File: config.mk
export PLATFORM = sky130hd
export DESIGN_NAME = mnls_exp_shift
export DESIGN_NICKNAME = d
export VERILOG_FILES = /design/src/sv/mnls_pkg.sv /design/src/sv/mnls_exp_shift.sv
export SDC_FILE = /design/constraint.sdc
export NUM_CORES = 1
export LEC_CHECK = 0
export BUFFER_PORTS_ARGS = -buffer_cell sky130_fd_sc_hd__buf_4
export CAP_MARGIN = 20
export CORE_ASPECT_RATIO = 0.75
export CORE_MARGIN = 8
export CORE_UTILIZATION = 25
export DETAILED_ROUTE_END_ITERATION = 12
export GPL_TIMING_DRIVEN = 0
export SLEW_MARGIN = 10
export SYNTH_ARGS = -nofsm -noshare
export SYNTH_HDL_FRONTEND = slang
export SYNTH_SLANG_ARGS = --single-unit
File: constraint.sdc
create_clock -name vclk -period 4.3
set_input_delay 0 -clock vclk [all_inputs]
set_output_delay 0 -clock vclk [all_outputs]
set_load 0.02 [all_outputs]
File: src/sv/mnls_pkg.sv
// ----------------------------------------------------------------------------
// mnls_pkg
// Types, constants and control-store codes for the adaptive threshold neuron
// log-likelihood step core.
// ----------------------------------------------------------------------------
package mnls_pkg;

  localparam int NUM_CFG = 8;
  localparam int CFG_W = 64;
  localparam int CFG_IDX_W = 3;
  localparam logic [31:0] DT_RESET = 32'd65536;
  localparam logic signed [31:0] LOG2E_Q30 = 32'sd1549082005;

  localparam logic [CFG_IDX_W-1:0] REG_VOLT_COEFS = 3'd0;
  localparam logic [CFG_IDX_W-1:0] REG_VTHR_VOLT = 3'd1;
  localparam logic [CFG_IDX_W-1:0] REG_VTHR_SELF = 3'd2;
  localparam logic [CFG_IDX_W-1:0] REG_VRATE_VOLT = 3'd3;
  localparam logic [CFG_IDX_W-1:0] REG_HIST_DECAY = 3'd4;
  localparam logic [CFG_IDX_W-1:0] REG_HIST_JUMP = 3'd5;
  localparam logic [CFG_IDX_W-1:0] REG_OFFSET_GAIN = 3'd6;
  localparam logic [CFG_IDX_W-1:0] REG_TIME_STEP = 3'd7;

  typedef struct packed {
    logic signed [31:0] current_sample;
    logic spike_seen;
    logic restart;
  } in_item_t;

  typedef struct packed {
    logic signed [63:0] log_likelihood;
    logic signed [31:0] intensity_arg;
    logic halted;
  } out_item_t;

  // multiplier A-operand source
  typedef enum logic [2:0] {
    A_V, A_C, A_T, A_R, A_FAST, A_SLOW, A_DCUR
  } asel_t;

  // accumulator action
  typedef enum logic [1:0] {
    ACC_NONE, ACC_LOAD, ACC_ADD
  } acc_t;

  // write-back target
  typedef enum logic [2:0] {
    WB_NONE, WB_V, WB_T, WB_R, WB_C, WB_FAST, WB_SLOW
  } wb_t;

  typedef struct packed {
    asel_t a_sel;
    logic [CFG_IDX_W-1:0] b_reg;
    logic b_hi;
    acc_t acc;
    wb_t wb;
    logic last;
  } uop_t;

  localparam int PROG_LEN = 12;
  localparam int PC_W = 4;

  function automatic uop_t ucode(input logic [PC_W-1:0] pc);
    uop_t u;
    u = '{A_V, REG_VOLT_COEFS, 1'b0, ACC_NONE, WB_NONE, 1'b0};
    unique case (pc)
      4'd0: u = '{A_V, REG_VTHR_VOLT, 1'b0, ACC_LOAD, WB_NONE, 1'b0};
      4'd1: u = '{A_C, REG_VTHR_VOLT, 1'b1, ACC_ADD, WB_NONE, 1'b0};
      4'd2: u = '{A_T, REG_VTHR_SELF, 1'b0, ACC_ADD, WB_NONE, 1'b0};
      4'd3: u = '{A_R, REG_VTHR_SELF, 1'b1, ACC_ADD, WB_T, 1'b0};
      4'd4: u = '{A_V, REG_VRATE_VOLT, 1'b0, ACC_LOAD, WB_NONE, 1'b0};
      4'd5: u = '{A_C, REG_VRATE_VOLT, 1'b1, ACC_ADD, WB_NONE, 1'b0};
      4'd6: u = '{A_R, REG_VTHR_SELF, 1'b0, ACC_ADD, WB_R, 1'b0};
      4'd7: u = '{A_V, REG_VOLT_COEFS, 1'b0, ACC_LOAD, WB_NONE, 1'b0};
      4'd8: u = '{A_C, REG_VOLT_COEFS, 1'b1, ACC_ADD, WB_V, 1'b0};
      4'd9: u = '{A_DCUR, REG_OFFSET_GAIN, 1'b1, ACC_ADD, WB_C, 1'b0};
      4'd10: u = '{A_FAST, REG_HIST_DECAY, 1'b0, ACC_LOAD, WB_FAST, 1'b0};
      4'd11: u = '{A_SLOW, REG_HIST_DECAY, 1'b1, ACC_LOAD, WB_SLOW, 1'b1};
      default: u = '{A_V, REG_VOLT_COEFS, 1'b0, ACC_NONE, WB_NONE, 1'b1};
    endcase
    return u;
  endfunction

  function automatic logic signed [31:0] sat32(input logic signed [49:0] v);
    if (v > 50'sd2147483647) return 32'sh7fffffff;
    if (v < -50'sd2147483648) return 32'sh80000000;
    return v[31:0];
  endfunction

  typedef enum logic [3:0] {
    S_IDLE, S_PROP, S_MU, S_EXP_Y, S_EXP_P1, S_EXP_P2, S_EXP_P3, S_EXP_P4,
    S_EXP_DT, S_EXP_SH, S_SUM, S_DONE
  } state_t;

endpackage

File: src/sv/mnls_exp_shift.sv
// ----------------------------------------------------------------------------
// mnls_exp_shift
// Scales dt*2^frac by 2^(k-16) and checks the term limit.
// ----------------------------------------------------------------------------
module mnls_exp_shift
  import mnls_pkg::*;
(
  input  logic [48:0] prod,
  input  logic signed [17:0] k,
  output logic [63:0] term,
  output logic ovf
);
  logic signed [18:0] sh;
  logic [63:0] limit;
  logic [111:0] wide;

  always_comb begin
    sh = 19'(k) - 19'sd16;
    limit = 64'd1 << 62;
    term = '0;
    ovf = 1'b0;
    wide = '0;
    if (prod == '0) begin
      term = '0;
    end else if (sh >= 0) begin
      if (sh >= 19'sd62) begin
        ovf = 1'b1;
      end else begin
        wide = {63'd0, prod} << sh[5:0];
        if (wide > {48'd0, limit}) ovf = 1'b1;
        else term = wide[63:0];
      end
    end else begin
      if (sh <= -19'sd64) term = '0;
      else term = {15'd0, prod} >> 6'(-sh);
    end
  end
endmodule
Word level (Yosys, flattened, before mapping)
Index checks and enable logic that the tools add are counted.
{"block": "totals", "reg_bits": 0, "in_bits": 67, "out_inout_bits": 65, "wordCells": 18}
{"block": "op_classes", "add_sub_neg": 2, "n_lt_le_gt_ge": 4, "shift": 2, "n_mux": 9, "reduce_logical": 1}
{"operator": "$mux 64", "n": 5}
{"operator": "$gt 112x63->1 const B", "n": 1}
{"operator": "$shl 49x6->112", "n": 1}
{"operator": "$shr 49x6->64", "n": 1}
{"operator": "$logic_not 49->1", "n": 1}
{"operator": "$ge 19x1->1 const B", "n": 1}
{"operator": "$ge 19x7->1 const B", "n": 1}
{"operator": "$le 19x7->1 const B", "n": 1}
{"operator": "$sub 18x6->19 const B", "n": 1}
{"operator": "$neg 6->6", "n": 1}
{"operator": "$mux 1", "n": 4}

Logic depth before layout (Yosys ltp)
Gate-level depths: netlist (run 1).
{"block": "logic_depth", "word_depth": 7, "ltp_mapped": 19, "ltp_nobuf": 13}

Worst setup path after synthesis (run 1)
OpenSTA, ideal clock, no wires.
{"block": "synth_path", "path_type": "in2out", "startpoint": "input port k[4]", "endpoint": "output port term[51]", "arrival_time_ps": 4357, "required_time_ps": 4300, "setup_slack_ps": -57, "path_stages": 16, "n_path_buf": 6, "path_cell_list": "clkbuf_1 inv_1 clkbuf_1 clkbuf_1 ha_1 clkbuf_1 clkbuf_1 clkbuf_1 o22ai_1 a221oi_1 nand3_1 nor4_1 nand4_1 nor4_1 nor2_1 a2111oi_0"}
{"block": "synth_between", "elab_chain_cells": 7, "word_cells_on_any_way": 13, "classes_between": "add/sub: 2; order compare: 4; shift: 2; mux: 5"}
{"item": "from (decl)", "line": "mnls_exp_shift.sv:9", "source": "input logic signed [17:0] k,"}
{"item": "$sub 18x6->19 (*)", "line": "mnls_exp_shift.sv:18", "source": "sh = 19'(k) - 19'sd16;"}
{"item": "$shl 49x6->112", "line": "mnls_exp_shift.sv:29", "source": "wide = {63'd0, prod} << sh[5:0];"}
{"item": "$gt 112x63->1", "line": "mnls_exp_shift.sv:30", "source": "if (wide > {48'd0, limit}) ovf = 1'b1;"}
{"item": "$mux 64", "line": "mnls_exp_shift.sv:30"}
{"item": "$mux 64", "line": "mnls_exp_shift.sv:26", "source": "if (sh >= 19'sd62) begin"}
{"item": "$mux 64 (*)", "line": "mnls_exp_shift.sv:25", "source": "end else if (sh >= 0) begin"}
{"item": "$mux 64 (*)", "line": "mnls_exp_shift.sv:23", "source": "if (prod == '0) begin"}
{"item": "to (decl)", "line": "mnls_exp_shift.sv:10", "source": "output logic [63:0] term,"}
Every way passes the cells marked *; elsewhere a longest branch is shown, timed or not.

Worst setup path after layout (run 1)
{"block": "layout_path", "startpoint": "input port k[4]", "endpoint": "output port term[25]"}
Same word-level chain as after synthesis.

==> impl_metrics.ini, run 1 <==
[die]
coreArea_sq_um = 39570
ios = 132
rows = 63
die_area_sq_um = 46910
die_x_microns = 247.4
fp.dieH_microns = 189.6
start_util = 0.2538

[power]
power_frac_comb = 1.000
seqPwrFrac = 0
switching_share = 0.6648
switching_power_mw = 1.573
p_per_area_nw_per_um2 = 183.0
p_int_mw = 0.7933
pwr-share-clk = 0
p_leak_nw = 4.710
total_power_mw = 2.367
ir_drop_mv = 0.04937

[finish]
fillCellCount = 4377
seqCellArea_sq_um = 0
clkbuf_count = 0
area_delta_synth_final_pct = 28.77
antenna_cells = 0
multiInputGateArea_sq_um = 10050
seq_cells = 0
fin_nets = 1642
drive_gt1_frac = 0.3197

[sta]
fin_crit_ps = 4351
timing.final.crit_share = 1.012
slew_viol_final = 0
fmax_ghz = 0.2298
finalHoldViolCount = 0
tns_ps = -307.5
fin_ws_ps = -51.01
rsz0062_at_grt = yes
tightest_slew_ps = 1058
whs_ps = 589.9
setup_viol = 12
slew_headroom = 0.2946

[synthesis]
synth_compound_area_frac = 0.2869
yosysTopAreaCell = mux4_2
synth_top_family_by_area = multiplexers
ys_top_cells_by_area = mux4_2, mux2i_1, nand2_1
avgSynthCellArea_sq_um = 7.068
ys_types = 87
synth_mux_area_frac = 0.3497
syn_area_sq_um = 10040
synth_fa_ha_area_frac = 0.003737
ys_seq_area_frac = 0
yosysTopAreaCellShare = 0.2063
netlist_top_cells_count = nand2_1, nor2_1, clkbuf_1
synth_xor_area_frac = 0.01046
syn_inst = 1421
synth_warnings = 0
yosysMostFrequentCell = nand2_1
synth-simple-area-share = 0.2666
syn-num-nets = 1491

[global_route]
overflow = 0
grt_use_met3 = 0.09753
met2_usage = 0.4567
grt_pass1_vias = 13950
antenna_found_initial = 3
grt_use_total = 0.3100
grt_use_met1 = 0.4308
grt_max_degree = 12
grt_pass1_wl_mm = 106.0
grt-busiest-layer = met2

[outcome]
run_status = finished with violations
failed_checks = setup timing

[detailed_routing]
drt_iter0_drc = 2626
drt.antenna.violating_nets = 0
first_pass_iters = 6
vias = 14480
detail_route.vias_per_cell = 6.930
drc = 0
wl_per_cell_microns = 36.57
wirelength_mm = 76.43

[clock_tree]
hold_buffers = 0

[placement]
dp_hpwl_mm = 60.48
io_buffers = 120
gp_congestion = 1.048

[setup_path]
path_max_fanout = 10
crit_type = in -> out
crit_required_ps = 4300
critical_path.startpoint_type = input pin
arrival_ps = 4350
crit_path_end_kind = primary output

[run]
drv_cap = 0

[hold_path]
hold_class = in -> out
[layout by cell type (no fill, tap or decap), types with 9 or more instances in the layout]
cell type / synthesis / final
nand2_1: 201 / 198
buf_4: 6 / 165
nor2_1: 130 / 126
a21oi_1: 105 / 101
mux4_2: 92 / 92
mux2i_1: 94 / 82
clkbuf_1: 118 / 73
o21ai_0: 74 / 66
mux2_2: 40 / 39
o22ai_1: 38 / 35
nand3_1: 36 / 34
nor3_1: 40 / 33
nor4_1: 34 / 28
clkbuf_2: 0 / 27
and2_1: 21 / 20
a211oi_1: 21 / 19
o211ai_1: 15 / 15
o21a_1: 15 / 15
buf_2: 27 / 14
clkbuf_4: 0 / 14
nand2b_1: 14 / 14
inv_1: 15 / 12
nor2b_1: 13 / 11
a22oi_1: 12 / 10
or2_2: 9 / 9
a22o_1: 9 / 9
o31ai_1: 13 / 9
a31oi_1: 12 / 9
[final timing paths]
path,startpoint,end,slack [ps],cells after the start
max,k[4],term[25],-50,15
min,k[17],term[31],590,5
[per-stage QoR]
stage               setup WS (ps)  utilization  cells  area (sq um)
global route               -74.36       0.3268   2090         12930
CTS                        -3.419       0.3139   2077         12420
floorplan                   157.4            -   1421         10040
detailed placement          -2904       0.2939   2064         11630
global placement            -3164       0.2931   2061         11600
finish                     -51.01       0.3268   2090         12930
[routing by layer]
metal	up-vias	routed length [microns]
met1	7167	31400
met3	200	10480
met4	0	2964
li1	5829	-
met5	-	0
met2	1288	31590
[power by group through the flow]
| stage | logic, mW | clock network, mW | registers (mW) |
|---|---|---|---|
| floorplan | 1.20 | 0 | 0 |
| global route | 2.41 | 0 | 0 |
| global placement | 2.06 | 0 | 0 |
| detailed placement | 2.02 | 0 | 0 |
| finish | 2.37 | 0 | 0 |
| CTS | 2.17 | 0 | 0 |
[worst max-delay path: stages]
cell	delay (ps)
buf_4	130
buf_12	150
clkbuf_2	430
clkbuf_1	780
nor3_1	220
a31oi_4	330
o32a_2	350
nor4bb_1	400
nand4_1	250
nor4_4	390
nor2_4	100
buf_6	150
a211o_1	320
a21oi_2	170
buf_4	160
[final cells by class]
cell class | count | area share
Buffer | 169 | 0.07943
Inverter | 16 | 0.005321
Multi-Input combinational cell | 1233 | 0.7769
Tap cell | 520 | 0.05031
Timing Repair Buffer | 152 | 0.08804
[cell families after synthesis]
| logic type | Yosys count |
|---|---|
| buf+inv | 188 |
| mux | 229 |
| compound gates | 428 |
| other cells | 1 |
| simple gates | 560 |
| fa+ha+maj | 3 |
| xor+xnor | 12 |
[timing repair]
action,4_1_cts,5_1_grt
endpoints found under the setup margin,64,62
pin swaps,12,7
resized for setup,181,96
setup buffers,16,13
No activity file was read; power rests on OpenSTA's default activity.
==> inputs of run 2 (changes only) <==
SETUP_SLACK_MARGIN = 0.5   (was not set)
==> run 2 against run 1 <==
Net effect:
- die area did not move
- worst hold slack worse by 10 ps
- worst setup slack better by 230 ps
- largest power group unchanged
- maximum frequency is 5.7% higher
- power increased by 9.0%
- the flow now finishes without violations
- cell count up 2.8%
- utilization is 3.8 points higher
- sequential share of layout area is the same
- first-iteration DRC count shrank 13%
- routed wire length shrank 1.0%
==> impl_metrics.ini, run 2 (synthesized netlist as in run 1, its figures left out) <==
[die]
rows = 63
fp.dieH_microns = 189.6
start_util = 0.2538
die_x_microns = 247.4
coreArea_sq_um = 39570
die_area_sq_um = 46910
ios = 132

[finish]
antenna_cells = 0
layout_common_cells = nand2_1, buf_4, nor2_1
seq_cells = 0
fillCellCount = 4227
seqCellArea_sq_um = 0
multiInputGateArea_sq_um = 10660
layout_commonest_cell = nand2_1
drive_gt1_frac = 0.4029
finalNonFillerCells = 2148
area_delta_synth_final_pct = 43.73
final_cell_area_sq_um = 14440
fin_nets = 1700
clkbuf_count = 0

[placement]
placed_area_sq_um = 11920
io_buffers = 120
place_inst = 2067
pre_cts_ws_ps = -2191
dp_hpwl_mm = 59.35
gp_congestion = 1.074

[detailed_routing]
drc = 0
wirelength_mm = 75.63
detail_route.vias_per_cell = 6.883
drt_iter0_drc = 2273
drt.antenna.violating_nets = 0
vias = 14790
first_pass_iters = 6
wl_per_cell_microns = 35.21

[sta]
tightest_slew_ps = 1016
slew_viol_final = 0
fmax_ghz = 0.2429
slew_headroom = 0.3202
fin_crit_ps = 4116
finalHoldViolCount = 0
setup_viol = 0
fin_ws_ps = 183.5
rsz0062_at_grt = yes
timing.final.crit_share = 0.9573

[power]
p_per_area_nw_per_um2 = 178.7
p_leak_nw = 5.339
total_power_mw = 2.580
ir_drop_mv = 0.05082

[setup_path]
crit_type = in -> out
crit_required_ps = 4300
arrival_ps = 4120
crit_chain = buf_4 > clkbuf_1 > mux4_2 > mux2_2 > mux2_4 > a22oi_1 > o21ai_1 > nor4_2 > nand4_1 > nor4_4 > nor2_4 > buf_4 > buf_6 > o21a_1 > nor2_2 > buf_6
critPathMaxStageDelay_ps = 610
crit_path_end_kind = primary output
path_max_fanout = 10
critical_path.startpoint_type = input pin
slowest_stage = mux4_2

[global_route]
grt_pass1_wl_mm = 104.7
grt_pass1_vias = 13890
grt_max_degree = 12
grt_use_total = 0.3036
antenna_found_initial = 2
overflow = 0

[run]
drv_cap = 0

[hold_path]
min_to = term[31]
hp-start = k[17]
hold_class = in -> out
hold_depth = 5

[clock_tree]
hold_buffers = 0

[outcome]
run_status = complete, no violations
[run 2: worst max-delay path by stage]
stage             start  endpoint  slack [ps]  cells past startpoint
3_5_place_dp       k[4]  term[57]       -2190                     19
2_1_floorplan      k[4]  term[58]         490                     18
6_report       prod[25]  term[16]         180                     16
3_3_place_gp       k[4]  term[57]       -2350                     19
4_1_cts            k[1]  term[39]         310                     15
5_1_grt            k[4]  term[18]         150                     21
[run 2: critical path: cells and delay by family]
| kind | cells | cell delay, ps |
|---|---|---|
| buffers and inverters | 5 | 870 |
| AO/OA/AOI/OAI | 3 | 670 |
| multiplexers | 3 | 1270 |
| AND/OR/NAND/NOR | 5 | 1290 |
[run 2: report_power, final]
group / switching [mW] / total, mW / internal, mW
combinational: 1.64 / 2.58 / 0.936
sequential: 0 / 0 / 0
clock: 0 / 0 / 0
total: 1.64 / 2.58 / 0.936
[run 2: what timing repair did]
| item | in CTS | in global routing |
|---|---|---|
| resized for setup | 373 | 107 |
| endpoints found under the setup margin | 64 | 64 |
| pin swaps | 49 | 31 |
| gates cloned | 5 | 0 |
| setup buffers | 64 | 12 |
[run 2: layout make-up]
class | instances | share of cell area
Buffer | 172 | 0.08910
Multi-Input combinational cell | 1233 | 0.7382
Tap cell | 520 | 0.04507
Inverter | 16 | 0.005547
Timing Repair Buffer | 207 | 0.1220
[run 2: per-layer routing]
metal	vias to the layer above	wire length (microns)	GRT usage	share of wire
met1	7344	31140	0.4343	0.41
met3	195	10600	0.08114	0.14
met5	-	19	0	0.00025
met2	1297	31400	0.4501	0.42
li1	5945	-	-	-
met4	4	2474	0.06730	0.033
[run 2: stage by stage]
step                      utilization  TNS, ps  hold slack [ps]
after global placement         0.3000  -125210            621.4
after global routing           0.3648        0            617.2
after CTS                      0.3539        0            602.6
final                          0.3648        0            579.8
after detailed placement       0.3013  -112510            643.0
after floorplan                     -        0            347.7
